$ cat config.mk
export PLATFORM = sky130hd
export DESIGN_NAME = format_spec_parser_unit
export DESIGN_NICKNAME = d
export VERILOG_FILES = /design/src/hdl/fsp_pkg.sv /design/src/hdl/format_spec_parser_unit.sv /design/src/hdl/fsp_front.sv /design/src/hdl/fsp_queue.sv /design/src/hdl/fsp_back.sv
export SDC_FILE = /design/constraint.sdc
export NUM_CORES = 1
export LEC_CHECK = 0
export BUFFER_PORTS_ARGS = -buffer_cell sky130_fd_sc_hd__buf_2
export CAP_MARGIN = 0
export CORE_ASPECT_RATIO = 1.5
export CORE_MARGIN = 4
export CORE_UTILIZATION = 51
export CTS_BUF_LIST = sky130_fd_sc_hd__clkbuf_4 sky130_fd_sc_hd__clkbuf_8
export CTS_CLUSTER_SIZE = 20
export DETAILED_ROUTE_END_ITERATION = 7
export MAX_ROUTING_LAYER = met4
export PLACE_DENSITY = 0.71
export REMOVE_ABC_BUFFERS = 1
export SYNTH_ARGS = -nofsm -noshare
export SYNTH_HDL_FRONTEND = slang
export SYNTH_HIERARCHICAL = 1
export SYNTH_SLANG_ARGS = --single-unit
$ cat constraint.sdc
create_clock -name aclk -period 18.52 [get_ports aclk]
set_input_delay 3.704 -clock aclk [delete_from_list [all_inputs] [get_ports aclk]]
set_output_delay 3.704 -clock aclk [all_outputs]
set_load 0.02 [all_outputs]
$ cat src/hdl/fsp_pkg.sv
// shared types, character codes and helpers for the format specifier parser
`timescale 1ns / 1ps

package fsp_pkg;

    localparam int FSP_QUEUE_DEPTH = 4;

    localparam logic [15:0] SAT16 = 16'hFFFF;

    localparam logic [7:0] CH_SPACE  = 8'h20;
    localparam logic [7:0] CH_PLUS   = 8'h2B;
    localparam logic [7:0] CH_MINUS  = 8'h2D;
    localparam logic [7:0] CH_ZERO   = 8'h30;
    localparam logic [7:0] CH_NINE   = 8'h39;
    localparam logic [7:0] CH_HASH   = 8'h23;
    localparam logic [7:0] CH_STAR   = 8'h2A;
    localparam logic [7:0] CH_DOT    = 8'h2E;
    localparam logic [7:0] CH_LOW_H  = 8'h68;
    localparam logic [7:0] CH_LOW_L  = 8'h6C;
    localparam logic [7:0] CH_UP_L   = 8'h4C;
    localparam logic [7:0] CH_LBRACK = 8'h5B;
    localparam logic [7:0] CH_RBRACK = 8'h5D;
    localparam logic [7:0] CH_BSLASH = 8'h5C;

    localparam logic [8:0] FB_RIGHT  = 9'h001;
    localparam logic [8:0] FB_BLANK  = 9'h002;
    localparam logic [8:0] FB_SIGN   = 9'h004;
    localparam logic [8:0] FB_ZERO   = 9'h008;
    localparam logic [8:0] FB_ALT    = 9'h010;
    localparam logic [8:0] FB_NEEDW  = 9'h020;
    localparam logic [8:0] FB_NEGP   = 9'h040;
    localparam logic [8:0] FB_NEEDP  = 9'h080;
    localparam logic [8:0] FB_NOPREC = 9'h100;

    localparam logic [3:0] SB_SHORT = 4'h1;
    localparam logic [3:0] SB_BYTE  = 4'h2;
    localparam logic [3:0] SB_LONG  = 4'h4;
    localparam logic [3:0] SB_XLONG = 4'h8;

    localparam logic RK_KEY = 1'b0;
    localparam logic RK_SET = 1'b1;

    typedef enum logic [2:0] {
        PH_FLAG  = 3'd0,
        PH_WIDTH = 3'd1,
        PH_DOT   = 3'd2,
        PH_NEG   = 3'd3,
        PH_PDIG  = 3'd4,
        PH_SIZE  = 3'd5,
        PH_SET   = 3'd6
    } phase_t;

    // what the back end must emit for one item
    typedef enum logic [1:0] {
        OP_KEY      = 2'd0,  // key result
        OP_SET      = 2'd1,  // one set byte
        OP_SET_PAIR = 2'd2,  // backslash, then set byte
        OP_SET_KEY  = 2'd3   // backslash, then key result
    } op_kind_t;

    typedef struct packed {
        op_kind_t    op;
        logic [7:0]  conversion;
        logic [8:0]  flag_bits;
        logic [3:0]  size_bits;
        logic [15:0] field_width;
        logic [15:0] precision;
        logic [15:0] consumed_count;
        logic [7:0]  set_byte;
    } entry_t;

    typedef struct packed {
        logic        result_kind;
        logic [7:0]  conversion;
        logic [8:0]  flag_bits;
        logic [3:0]  size_bits;
        logic [15:0] field_width;
        logic [15:0] precision;
        logic [15:0] consumed_count;
        logic [7:0]  set_byte;
        logic        last;
    } result_t;

    // acc * 10 + d, clamped to 16 bits
    function automatic logic [15:0] sat_digit(input logic [15:0] acc, input logic [3:0] d);
        logic [19:0] v;
        v = {1'b0, acc, 3'b000} + {3'b000, acc, 1'b0} + {16'h0000, d};
        return (v > {4'h0, SAT16}) ? SAT16 : v[15:0];
    endfunction

    function automatic result_t set_result(input logic [7:0] b);
        result_t r;
        r = '0;
        r.result_kind = RK_SET;
        r.set_byte = b;
        return r;
    endfunction

    function automatic result_t key_result(input entry_t e);
        result_t r;
        r.result_kind    = RK_KEY;
        r.conversion     = e.conversion;
        r.flag_bits      = e.flag_bits;
        r.size_bits      = e.size_bits;
        r.field_width    = e.field_width;
        r.precision      = e.precision;
        r.consumed_count = e.consumed_count;
        r.set_byte       = 8'h00;
        r.last           = 1'b1;
        return r;
    endfunction

endpackage

$ cat src/hdl/format_spec_parser_unit.sv
// top level of the printf format specifier parser
// an item's operation is queued, then its result is loaded into the output register
// throughput: one input item per cycle while the queue is not full; an item with two
//   results holds the output register for both, and the four-entry queue absorbs that
// reset: synchronous active-low aresetn returns the parser to the flag phase and
//   empties the queue and output register; no clearing pass is needed
`timescale 1ns / 1ps

module format_spec_parser_unit
    import fsp_pkg::*;
#(
    parameter int QUEUE_DEPTH = FSP_QUEUE_DEPTH
) (
    input  logic        aclk,
    input  logic        aresetn,
    input  logic        s_valid,
    output logic        s_ready,
    input  logic [7:0]  s_input_byte,
    input  logic        s_end_of_input,
    output logic        m_valid,
    input  logic        m_ready,
    output logic        m_result_kind,
    output logic [7:0]  m_conversion,
    output logic [8:0]  m_flag_bits,
    output logic [3:0]  m_size_bits,
    output logic [15:0] m_field_width,
    output logic [15:0] m_precision,
    output logic [15:0] m_consumed_count,
    output logic [7:0]  m_set_byte,
    output logic        m_last
);

    logic    q_full;
    logic    q_push;
    entry_t  q_push_entry;
    logic    q_pop;
    logic    q_not_empty;
    entry_t  q_head;
    result_t result;

    fsp_front u_front (
        .aclk           (aclk),
        .aresetn        (aresetn),
        .s_valid        (s_valid),
        .s_ready        (s_ready),
        .s_input_byte   (s_input_byte),
        .s_end_of_input (s_end_of_input),
        .q_full         (q_full),
        .q_push         (q_push),
        .q_entry        (q_push_entry)
    );

    fsp_queue #(
        .DEPTH (QUEUE_DEPTH)
    ) u_queue (
        .aclk       (aclk),
        .aresetn    (aresetn),
        .push       (q_push),
        .push_entry (q_push_entry),
        .full       (q_full),
        .pop        (q_pop),
        .not_empty  (q_not_empty),
        .head       (q_head)
    );

    fsp_back u_back (
        .aclk        (aclk),
        .aresetn     (aresetn),
        .q_not_empty (q_not_empty),
        .q_head      (q_head),
        .q_pop       (q_pop),
        .m_valid     (m_valid),
        .m_ready     (m_ready),
        .m_result    (result)
    );

    assign m_result_kind    = result.result_kind;
    assign m_conversion     = result.conversion;
    assign m_flag_bits      = result.flag_bits;
    assign m_size_bits      = result.size_bits;
    assign m_field_width    = result.field_width;
    assign m_precision      = result.precision;
    assign m_consumed_count = result.consumed_count;
    assign m_set_byte       = result.set_byte;
    assign m_last           = result.last;

endmodule

$ cat src/hdl/fsp_front.sv
// front end: accepts bytes, tracks the key phase and queues output operations
`timescale 1ns / 1ps

module fsp_front
    import fsp_pkg::*;
(
    input  logic       aclk,
    input  logic       aresetn,
    input  logic       s_valid,
    output logic       s_ready,
    input  logic [7:0] s_input_byte,
    input  logic       s_end_of_input,
    input  logic       q_full,
    output logic       q_push,
    output entry_t     q_entry
);

    phase_t      phase_reg, phase_next;
    logic [8:0]  flags_reg, flags_next;
    logic [3:0]  size_reg, size_next;
    logic [15:0] width_reg, width_next;
    logic [15:0] prec_reg, prec_next;
    logic [15:0] count_reg, count_next;
    logic        esc_reg, esc_next;

    phase_t      w_phase;
    logic [8:0]  w_flags;
    logic [3:0]  w_size;
    logic [15:0] w_width;
    logic [15:0] w_prec;
    logic [15:0] w_count;
    logic        w_esc;
    logic        done;
    logic        op_valid;
    op_kind_t    op_kind;
    logic [7:0]  op_conv;
    logic [7:0]  op_byte;

    logic [7:0]  ch;
    logic        digit;
    logic [15:0] count_inc;
    logic        accept;

    assign ch        = s_input_byte;
    assign digit     = (ch >= CH_ZERO) && (ch <= CH_NINE);
    assign count_inc = (count_reg == SAT16) ? count_reg : count_reg + 16'd1;
    assign accept    = s_valid && s_ready;

    // parse one byte, or the end of input, against the current phase, falling through phases
    always_comb begin
        w_phase  = phase_reg;
        w_flags  = flags_reg;
        w_size   = size_reg;
        w_width  = width_reg;
        w_prec   = prec_reg;
        w_count  = count_reg;
        w_esc    = esc_reg;
        done     = 1'b0;
        op_valid = 1'b0;
        op_kind  = OP_KEY;
        op_conv  = 8'h00;
        op_byte  = 8'h00;
        if (s_end_of_input) begin
            op_valid = 1'b1;
            if (phase_reg == PH_SET) begin
                op_kind = esc_reg ? OP_SET_KEY : OP_KEY;
                op_conv = CH_LBRACK;
            end else if (phase_reg == PH_FLAG || phase_reg == PH_WIDTH ||
                         phase_reg == PH_DOT) begin
                w_flags = flags_reg | FB_NOPREC;
            end
        end else begin
            w_count = count_inc;
            if (phase_reg == PH_SET) begin
                done = 1'b1;
                if (esc_reg) begin
                    w_esc    = 1'b0;
                    op_valid = 1'b1;
                    op_byte  = ch;
                    op_kind  = (ch == CH_RBRACK) ? OP_SET : OP_SET_PAIR;
                end else if (ch == CH_BSLASH) begin
                    w_esc = 1'b1;
                end else if (ch == CH_RBRACK) begin
                    op_valid = 1'b1;
                    op_kind  = OP_KEY;
                    op_conv  = CH_LBRACK;
                end else begin
                    op_valid = 1'b1;
                    op_kind  = OP_SET;
                    op_byte  = ch;
                end
            end
            if (!done && w_phase == PH_FLAG) begin
                done = 1'b1;
                priority if (ch == CH_SPACE) w_flags = w_flags | FB_BLANK;
                else if (ch == CH_PLUS)  w_flags = w_flags | FB_SIGN | FB_BLANK;
                else if (ch == CH_MINUS) w_flags = w_flags & ~FB_RIGHT;
                else if (ch == CH_ZERO)  w_flags = w_flags | FB_ZERO;
                else if (ch == CH_HASH)  w_flags = w_flags | FB_ALT;
                else begin
                    done    = 1'b0;
                    w_phase = PH_WIDTH;
                end
            end
            if (!done && w_phase == PH_WIDTH) begin
                if (digit) begin
                    w_width = sat_digit(w_width, ch[3:0]);
                    done    = 1'b1;
                end else begin
                    w_phase = PH_DOT;
                    if (ch == CH_STAR) begin
                        w_flags = w_flags | FB_NEEDW;
                        done    = 1'b1;
                    end
                end
            end
            if (!done && w_phase == PH_DOT) begin
                if (ch == CH_DOT) begin
                    w_phase = PH_NEG;
                    done    = 1'b1;
                end else begin
                    w_flags = w_flags | FB_NOPREC;
                    w_phase = PH_SIZE;
                end
            end
            if (!done && w_phase == PH_NEG) begin
                w_phase = PH_PDIG;
                if (ch == CH_MINUS) begin
                    w_flags = w_flags | FB_NEGP;
                    done    = 1'b1;
                end
            end
            if (!done && w_phase == PH_PDIG) begin
                if (digit) begin
                    w_prec = sat_digit(w_prec, ch[3:0]);
                    done   = 1'b1;
                end else begin
                    w_phase = PH_SIZE;
                    if (ch == CH_STAR) begin
                        w_flags = w_flags | FB_NEEDP;
                        done    = 1'b1;
                    end
                end
            end
            if (!done) begin
                priority if (ch == CH_LOW_H) begin
                    w_size = w_size | ((w_size & SB_SHORT) != 4'h0 ? SB_BYTE : SB_SHORT);
                end else if (ch == CH_LOW_L) begin
                    w_size = w_size | ((w_size & SB_LONG) != 4'h0 ? SB_XLONG : SB_LONG);
                end else if (ch == CH_UP_L) begin
                    w_size = w_size | SB_XLONG;
                end else if (ch == CH_LBRACK) begin
                    w_phase = PH_SET;
                    w_esc   = 1'b0;
                end else begin
                    op_valid = 1'b1;
                    op_kind  = OP_KEY;
                    op_conv  = ch;
                end
            end
        end
    end

    // next state: a finished key returns every field to its reset value
    always_comb begin
        if (op_valid && (op_kind == OP_KEY || op_kind == OP_SET_KEY)) begin
            phase_next = PH_FLAG;
            flags_next = FB_RIGHT;
            size_next  = 4'h0;
            width_next = 16'h0000;
            prec_next  = 16'h0000;
            count_next = 16'h0000;
            esc_next   = 1'b0;
        end else begin
            phase_next = w_phase;
            flags_next = w_flags;
            size_next  = w_size;
            width_next = w_width;
            prec_next  = w_prec;
            count_next = w_count;
            esc_next   = w_esc;
        end
    end

    // outputs toward the queue
    always_comb begin
        s_ready                = !q_full;
        q_push                 = accept && op_valid;
        q_entry.op             = op_kind;
        q_entry.conversion     = op_conv;
        q_entry.flag_bits      = w_flags;
        q_entry.size_bits      = w_size;
        q_entry.field_width    = w_width;
        q_entry.precision      = w_prec;
        q_entry.consumed_count = w_count;
        q_entry.set_byte       = op_byte;
    end

    always_ff @(posedge aclk) begin
        if (!aresetn) begin
            phase_reg <= PH_FLAG;
            flags_reg <= FB_RIGHT;
            size_reg  <= 4'h0;
            width_reg <= 16'h0000;
            prec_reg  <= 16'h0000;
            count_reg <= 16'h0000;
            esc_reg   <= 1'b0;
        end else if (accept) begin
            phase_reg <= phase_next;
            flags_reg <= flags_next;
            size_reg  <= size_next;
            width_reg <= width_next;
            prec_reg  <= prec_next;
            count_reg <= count_next;
            esc_reg   <= esc_next;
        end
    end

endmodule

$ cat src/hdl/fsp_queue.sv
// small queue of pending output operations between front and back end
`timescale 1ns / 1ps

module fsp_queue
    import fsp_pkg::*;
#(
    parameter int DEPTH = FSP_QUEUE_DEPTH  // at least 2
) (
    input  logic   aclk,
    input  logic   aresetn,
    input  logic   push,
    input  entry_t push_entry,
    output logic   full,
    input  logic   pop,
    output logic   not_empty,
    output entry_t head
);

    localparam int PTR_W = (DEPTH > 1) ? $clog2(DEPTH) : 1;
    localparam int CNT_W = $clog2(DEPTH + 1);

    entry_t             slots_reg [DEPTH];
    logic [PTR_W-1:0]   wr_ptr_reg, wr_ptr_next;
    logic [PTR_W-1:0]   rd_ptr_reg, rd_ptr_next;
    logic [CNT_W-1:0]   count_reg, count_next;
    logic               do_pop;

    assign full      = (count_reg == CNT_W'(DEPTH));
    assign not_empty = (count_reg != '0);
    assign head      = slots_reg[rd_ptr_reg];
    assign do_pop    = pop && not_empty;

    always_comb begin
        wr_ptr_next = wr_ptr_reg;
        rd_ptr_next = rd_ptr_reg;
        count_next  = count_reg;
        if (push) begin
            wr_ptr_next = (wr_ptr_reg == PTR_W'(DEPTH - 1)) ? '0 : wr_ptr_reg + 1'b1;
        end
        if (do_pop) begin
            rd_ptr_next = (rd_ptr_reg == PTR_W'(DEPTH - 1)) ? '0 : rd_ptr_reg + 1'b1;
        end
        if (push && !do_pop) begin
            count_next = count_reg + 1'b1;
        end else if (do_pop && !push) begin
            count_next = count_reg - 1'b1;
        end
    end

    always_ff @(posedge aclk) begin
        if (!aresetn) begin
            wr_ptr_reg <= '0;
            rd_ptr_reg <= '0;
            count_reg  <= '0;
        end else begin
            wr_ptr_reg <= wr_ptr_next;
            rd_ptr_reg <= rd_ptr_next;
            count_reg  <= count_next;
        end
    end

    always_ff @(posedge aclk) begin
        if (push) begin
            slots_reg[wr_ptr_reg] <= push_entry;
        end
    end

endmodule

$ cat src/hdl/fsp_back.sv
// back end: expands queued operations into result items on the output register
`timescale 1ns / 1ps

module fsp_back
    import fsp_pkg::*;
(
    input  logic    aclk,
    input  logic    aresetn,
    input  logic    q_not_empty,
    input  entry_t  q_head,
    output logic    q_pop,
    output logic    m_valid,
    input  logic    m_ready,
    output result_t m_result
);

    logic    valid_reg, valid_next;
    logic    pend_reg, pend_next;
    entry_t  entry_reg;
    result_t res_reg, res_next;
    result_t first_res;
    result_t second_res;
    logic    load;

    assign load    = !valid_reg || m_ready;
    assign m_valid = valid_reg;
    assign m_result = res_reg;

    always_comb begin
        unique case (q_head.op)
            OP_KEY:      first_res = key_result(q_head);
            OP_SET:      first_res = set_result(q_head.set_byte);
            OP_SET_PAIR: first_res = set_result(CH_BSLASH);
            OP_SET_KEY:  first_res = set_result(CH_BSLASH);
            default:     first_res = key_result(q_head);
        endcase
        // only the two-result operations ever reach the second slot
        if (entry_reg.op == OP_SET_KEY) begin
            second_res = key_result(entry_reg);
        end else begin
            second_res = set_result(entry_reg.set_byte);
        end
    end

    always_comb begin
        valid_next = valid_reg;
        pend_next  = pend_reg;
        res_next   = res_reg;
        q_pop      = 1'b0;
        if (load) begin
            if (pend_reg) begin
                valid_next = 1'b1;
                pend_next  = 1'b0;
                res_next   = second_res;
            end else if (q_not_empty) begin
                q_pop      = 1'b1;
                valid_next = 1'b1;
                pend_next  = (q_head.op == OP_SET_PAIR) || (q_head.op == OP_SET_KEY);
                res_next   = first_res;
            end else begin
                valid_next = 1'b0;
            end
        end
    end

    always_ff @(posedge aclk) begin
        if (!aresetn) begin
            valid_reg <= 1'b0;
            pend_reg  <= 1'b0;
        end else begin
            valid_reg <= valid_next;
            pend_reg  <= pend_next;
        end
    end

    always_ff @(posedge aclk) begin
        res_reg <= res_next;
        if (q_pop) begin
            entry_reg <= q_head;
        end
    end

endmodule
# Yosys cells after proc, flatten, opt, wreduce, memory -nomap -nowiden
# Memories as Yosys holds them, arrays and structs flattened. A register that Yosys moved wholly into a read port is not among the register bits.
# Cells that the tools add are included.
[word_totals]
register_bits = 232
ramBits = 316
in_bits = 13
out_inout_bits = 81
elab_cells = 265
n_memories = 1
[op_classes]
n_addsub = 9
n_lt_le_gt_ge = 4
n_eq_ne = 30
muxes = 155
bitwise_logic = 2
n_reduce_logical = 35
[mem_list]
columns = ["name", "words", "word_bits", "rd", "rd_clocked_by_memory_dff", "write_ports", "line", "source"]
rows = [
  ["u_queue.slots_reg", 4, 79, 1, 1, 1, "fsp_queue.sv:22", "entry_t slots_reg [DEPTH];"],
]
[ops]
columns = ["operator", "n"]
rows = [
  ["$mux W79", 3],
  ["$pmux W79 S3", 1],
  ["$mux W16", 13],
  ["$mux W8", 17],
  ["$mux W3", 26],
  ["$mux W9", 7],
  ["$eq A8 B6 Y1 const B", 7],
  ["$mux W1", 51],
  ["$eq A8 B7 Y1 const B", 6],
  ["$add A19 B17 Y20", 2],
  ["$add A20 B4 Y20", 2],
  ["$gt A20 B16 Y1 const B", 2],
  ["$mux W2", 17],
  ["$mux W5", 6],
  ["$mux W4", 7],
  ["$mux W7", 4],
  ["$mux W6", 3],
  ["$add A16 B1 Y16 const B", 1],
  ["$eq A16 B16 Y1 const B", 1],
  ["$eq A2 B2 Y1 const B", 6],
  ["$logic_and A1 B1 Y1", 12],
  ["$eq A3 B2 Y1 const B", 3],
  ["$eq A3 B3 Y1 const B", 3],
  ["$logic_not A1 Y1", 9],
  ["16 further kinds", 26],
]

# Longest topological paths before layout
[depth]
ltp_word = 31
mapped_depth = 14
ltp_nobuf = 13

# Cells and area by module
# The synthesis kept the hierarchy.
[modules_own_cells]
columns = ["mod", "instances", "cells_per_inst", "area_each_um2", "seq_area_each_um2"]
rows = [
  ["fsp_queue", 1, 459, 11841.4, 9669.3],
  ["fsp_front", 1, 815, 6296.0, 1301.2],
  ["fsp_back", 1, 272, 5775.5, 4784.6],
]

# Worst setup path after synthesis
# No wires, ideal clock.
[synth_timing]
kind = "in2reg"
start = "in m_ready"
end = "reg u_queue.count_reg[2]"
setup_ns = 0.076
arrival_ns = 11.832
required_time_ns = 18.444
path_slack_ns = 6.613
path_stages = 9
path_buffers = 0
cell_sequence = "nor2b_1 > nor3b_1 > o31ai_1 > ha_1 > inv_1 > fa_1 > xor2_1 > or3_1 > a21boi_0"
[synth_via]
elab_chain_len = 6
elab_cells_between_ends = 8
cone_classes = "mux: 2; reduce/logical: 6"
[synth_lines]
columns = ["element", "line", "source"]
rows = [
  ["from (decl)", "format_spec_parser_unit.sv:21", "input logic m_ready,"],
  ["$logic_or A1 B1 Y1 *", "fsp_back.sv:25", "assign load = !valid_reg || m_ready;"],
  ["$mux W1 *", "fsp_back.sv:50", "if (load) begin"],
  ["via q_pop", "format_spec_parser_unit.sv:36", "logic q_pop;"],
  ["$logic_and A1 B1 Y1 *", "fsp_queue.sv:31", "assign do_pop = pop && not_empty;"],
  ["$logic_not A1 Y1", "fsp_queue.sv:43", "if (push && !do_pop) begin"],
  ["$logic_and A1 B1 Y1", "fsp_queue.sv:43", ""],
  ["$mux W3 / $reduce_bool A2 Y1 (equally long branches)", "--", ""],
  ["to (signal assigned)", "fsp_queue.sv:58", "count_reg <= count_next;"],
  ["to (decl)", "fsp_queue.sv:25", "logic [CNT_W-1:0] count_reg, count_next;"],
]
# Mark *: on every way through the listed nets, which the timed path passes. The rest lies on a longest branch.
# A chain may end at the register's enable or synchronous reset.

# Final worst setup path
[layout_timing]
start = "in s_input_byte[2]"
end = "mem u_queue/slots_reg[3][37] (netlist name) (enable)"
[layout_via]
elab_chain_len = 29
elab_cells_between_ends = 75
cone_classes = "order compare: 2; eq/ne: 16; mux: 47; reduce/logical: 10"
[layout_lines]
columns = ["element", "line", "source"]
rows = [
  ["from (decl)", "format_spec_parser_unit.sv:18", "input logic [7:0] s_input_byte,"],
  ["$eq A8 B6 Y1", "fsp_front.sv:99", "else if (ch == CH_HASH) w_flags = w_flags | FB_ALT;"],
  ["$mux W3 / $mux W1 (equally long branches)", "fsp_front.sv:99", ""],
  ["$mux W3 / $mux W1 (equally long branches)", "fsp_front.sv:98", "else if (ch == CH_ZERO) w_flags = w_flags | FB_ZERO;"],
  ["$mux W3 / $mux W1 (equally long branches)", "fsp_front.sv:97", "else if (ch == CH_MINUS) w_flags = w_flags & ~FB_RIGHT;"],
  ["$mux W3 / $mux W1 (equally long branches)", "fsp_front.sv:96", "else if (ch == CH_PLUS) w_flags = w_flags | FB_SIGN | FB_BLANK;"],
  ["$mux W3 / $mux W1 (equally long branches)", "fsp_front.sv:95", "priority if (ch == CH_SPACE) w_flags = w_flags | FB_BLANK;"],
  ["$mux W3 / $mux W1 (equally long branches)", "fsp_front.sv:93", "if (!done && w_phase == PH_FLAG) begin"],
  ["$mux W3 / $mux W1 (equally long branches)", "fsp_front.sv:63", "if (s_end_of_input) begin"],
  ["[14 not listed]", "--", ""],
  ["$mux W1", "fsp_front.sv:133", "if (!done && w_phase == PH_PDIG) begin"],
  ["$mux W1", "fsp_front.sv:63", ""],
  ["$mux W1 *", "fsp_front.sv:145", "if (!done) begin"],
  ["$mux W1 *", "fsp_front.sv:63", ""],
  ["$logic_and A1 B1 Y1 *", "fsp_front.sv:188", "q_push = accept && op_valid;"],
  ["via q_push", "format_spec_parser_unit.sv:34", "logic q_push;"],
  ["$mux W1 *", "fsp_queue.sv:63", "if (push) begin"],
  ["$mux W1 (implied by the code) *", "fsp_queue.sv:64", "slots_reg[wr_ptr_reg] <= push_entry;"],
  ["to (decl)", "fsp_queue.sv:22", ""],
]
# Mark *: on every way through the listed nets, which the timed path passes. The rest lies on a longest branch. The select of a mux whose other input is x is not followed.

==> load_flow_metrics.sql <==
INSERT INTO impl_metrics (metric_group, metric, value, unit) VALUES
('cts', 'clk_transition_reported_paths', '60', 'ps'),
('grt', 'global_route.usage.total', '20.0', '%'),
('sta', 'worst_slew_margin_rel', '18.8', '%'),
('place', 'portBuffers', '93', ''),
('worst_setup_path', 'crit_path_max_incr_delay', '700', 'ps'),
('min_path', 'worstHoldPathType', 'flop to flop', ''),
('power', 'p_total', '0.00358', 'W'),
('worst_setup_path', 'cp_num_buf_inv', '2', ''),
('finish', 'mostFrequentLayoutCell', 'edfxtp_1', ''),
('floorplan', 'ioPinCount', '94', ''),
('cts', 'clock_tree.htree_level_count', '3', ''),
('sta', 'period_minus_slack', '7280', 'ps'),
('status', 'outcome', 'finished, final reports clean', ''),
('worst_setup_path', 'critical_path.slowest_cell', 'buf_4', ''),
('sta', 'unrepaired_setup_endpoints_after_global_routing', 'false', ''),
('power', 'max-vdd-ir-drop', '0.0808', 'mV'),
('floorplan', 'die-height', '273', 'um'),
('synth', 'yosys.cell_types.count', '90', ''),
('worst_setup_path', 'cp_data_required_time', '18760', 'ps'),
('sta', 'number_of_pins_with_negative_max_slew_slack_in_the_final_report', '0', ''),
('cts', 'cts_max_path_buffers', '3', ''),
('cts', 'clock_sinks', '550', ''),
('worst_setup_path', 'critical_path.cell_chain', 'buf_2, nor2b_1, and4_1, o32a_1, a211o_2, nor4_4, nor3_1, nor2_1, and2_4, buf_4', ''),
('synth', 'yosysTopAreaCell', 'edfxtp_1', ''),
('sta', 'worst_pin_slew', '1210', 'ps'),
('cts', 'cts-root-buf', 'clkbuf_8', ''),
('sta', 'setup_tns', '0', 'ps'),
('finish', 'fraction_of_final_layout_cells_with_drive_strength_greater_than_1', '24.2', '%'),
('detailed_routing', 'drtIter0Drc', '1109', ''),
('power', 'pwr_density_cell', '136', 'mW/mm^2'),
('sta', 'setup_viol_count_final', '0', ''),
('floorplan', 'start_util', '51.8', '%'),
('run', 'drv_cap', '0', ''),
('floorplan', 'die_area', '0.0505', 'sq mm'),
('synth', 'synth-seq-area-share', '65.9', '%'),
('detailed_routing', 'detail_route.wl_per_cell', '21.1', 'um'),
('synth', 'ys_seq_elements', '550', ''),
('finish', 'nNetsFinal', '1746', ''),
('sta', 'fin_worst_skew', '25.3', 'ps'),
('worst_setup_path', 'timing.critical_path.to_type', 'flop', ''),
('synth', 'synth.top_cells.by_area', 'edfxtp_1, mux4_2, dfxtp_1', ''),
('place', 'detailed_place_hpwl', '30.5', 'mm'),
('detailed_routing', 'route.vias.total', '13800', ''),
('sta', 'fin_crit_sh', '39.3', '%'),
('detailed_routing', 'firstDrtPassIters', '5', ''),
('cts', 'tritoncts', 'built', ''),
('grt', 'grt_pass1_vias', '14400', ''),
('cts', 'postCtsHoldBufs', '0', ''),
('synth', 'async_flop_share', '0', '%'),
('worst_setup_path', 'path_delay_family', 'simple AND/OR/NAND/NOR gates', ''),
('synth', 'synthesis.area_per_instance', '15.5', 'sq um'),
('worst_setup_path', 'crit_path_max_fanout', '45', ''),
('grt', 'grt_first_pass_wirelength', '77.5', 'mm'),
('sta', 'maxClockFrequency', '137', 'MHz'),
('synth', 'mappedNetlistArea', '0.0239', 'sq mm'),
('synth', 'synth_warnings', '6', ''),
('finish', 'final_cell_mix', 'edfxtp_1, nor2_1, buf_2', ''),
('grt', 'grt-ovfl-total', '0', ''),
('grt', 'grt_start_max_net_pins', '80', ''),
('power', 'power.static_leakage', '9.59', 'nW'),
('detailed_routing', 'drt-total-wl', '48.8', 'mm'),
('detailed_routing', 'drt-vias-per-instance', '5.97', ''),
('worst_setup_path', 'type_of_the_setup_path_with_the_least_slack', 'primary input to flop', ''),
('synth', 'post-synth-top-area-fraction', '59.5', '%'),
('synth', 'netlist_instances', '1546', ''),
('cts', 'clk_latency', '630', 'ps'),
('place', 'gp_congestion', '0.913', ''),
('finish', 'flow.area_growth_from_synthesis', '10.2', '%'),
('grt', 'antenna_found_initial', '4', ''),
('detailed_routing', 'drcViolationCount', '0', ''),
('worst_setup_path', 'worst_ep_arrival_time', '7520', 'ps'),
('worst_setup_path', 'crit_path_start_kind', 'primary input', ''),
('synth', 'synth-edff-count', '474', ''),
('synth', 'dominantRegCellSynth', 'edfxtp_1', ''),
('cts', 'postCtsSetupBuffers', '0', ''),
('floorplan', 'core_region_area', '0.0461', 'sq mm'),
('floorplan', 'fp.dieW', '185', 'um'),
('cts', 'numCtsBuffers', '78', ''),
('floorplan', 'fp-row-count', '96', ''),
('sta', 'finalHoldViolations', '0', ''),
('detailed_routing', 'ant_nets', '0', ''),
('cts', 'cts_resized', '0', ''),
('finish', 'largest_register_ff_count', '316', '');
## metal layers
layer  track usage (%)  up-vias  wire, um
met2              34.7      386     25800
met1              23.8     6967     19500
met4              7.00        0      1210
met5                 -        -         0
li1                  -     6369         -
met3              3.02       88      2230
## synth_stat cells, types with 22 or more instances
cell type,count
nand3_1,29
nor2_1,108
a22o_2,36
edfxtp_1,474
ha_1,69
nand2_1,56
buf_2,22
a22o_1,38
clkbuf_1,24
inv_1,26
mux4_2,79
dfxtp_1,76
a21oi_1,67
o21ai_0,38
nor3_1,41
## cell families after synthesis
logic type	count (synthesis)	share of synthesized area, %
flip-flops	550	65.9
adder cells (fa/ha/maj)	74	4.03
buffers and inverters	106	2.63
multiplexers	88	7.84
XOR/XNOR	36	1.32
AO/OA/AOI/OAI	335	10.5
AND/OR/NAND/NOR	357	7.80
## stage by stage
| stage | util (%) | setup slack (ps) | instances | instance area, sq um | hold WS, ps |
|---|---|---|---|---|---|
| after floorplan | - | 6610 | 1466 | 23400 | 429 |
| after global routing | 57.2 | 11050 | 2314 | 26400 | 497 |
| final | 57.2 | 11240 | 2314 | 26400 | 471 |
| after detailed placement | 53.7 | 10670 | 2167 | 24800 | 456 |
| after CTS | 57.1 | 11310 | 2310 | 26400 | 470 |
| after global placement | 53.7 | 10790 | 2167 | 24800 | 441 |
## final cells by class
class | instances | area [sq um]
diodes | 4 | 10.0
flip-flops and latches | 550 | 15800
clock inverters | 27 | 163
inverters | 26 | 97.6
multi-input cells | 890 | 7570
clock buffers | 116 | 1410
well taps | 588 | 736
repair buffers | 113 | 616
fillers | 3585 | 19800
## path summary, 6_finish.rpt
check             depth (start not counted)  slack, ps                              start                                 end
setup / recovery                         10      11240                    s_input_byte[2]  u_queue/slots_reg[3][37]$_DFFE_PP_
hold / removal                            2        470  u_front/flags_reg[1]$_SDFFE_PN0P_   u_front/flags_reg[1]$_SDFFE_PN0P_
setup reg to reg                          8      14330  u_front/phase_reg[2]$_SDFFE_PN0P_  u_queue/slots_reg[3][37]$_DFFE_PP_
hold reg to reg                           2        470  u_front/flags_reg[1]$_SDFFE_PN0P_   u_front/flags_reg[1]$_SDFFE_PN0P_
## worst reg2reg max path: stages, from the launching register on
cell and delay [ps]:
dfxtp_1 530, and3b_1 280, and3_1 260, a211o_2 350
nor4_4 470, nor3_1 90, nor2_1 440, and2_4 640
buf_4 700
## power breakdown
| group | total, W | internal [W] | switching [W] |
|---|---|---|---|
| clock | 0.000939 | 0.000504 | 0.000435 |
| sequential | 0.00182 | 0.00172 | 0.000100 |
| combinational | 0.000826 | 0.000308 | 0.000518 |
(Power assumes the default switching activity.)
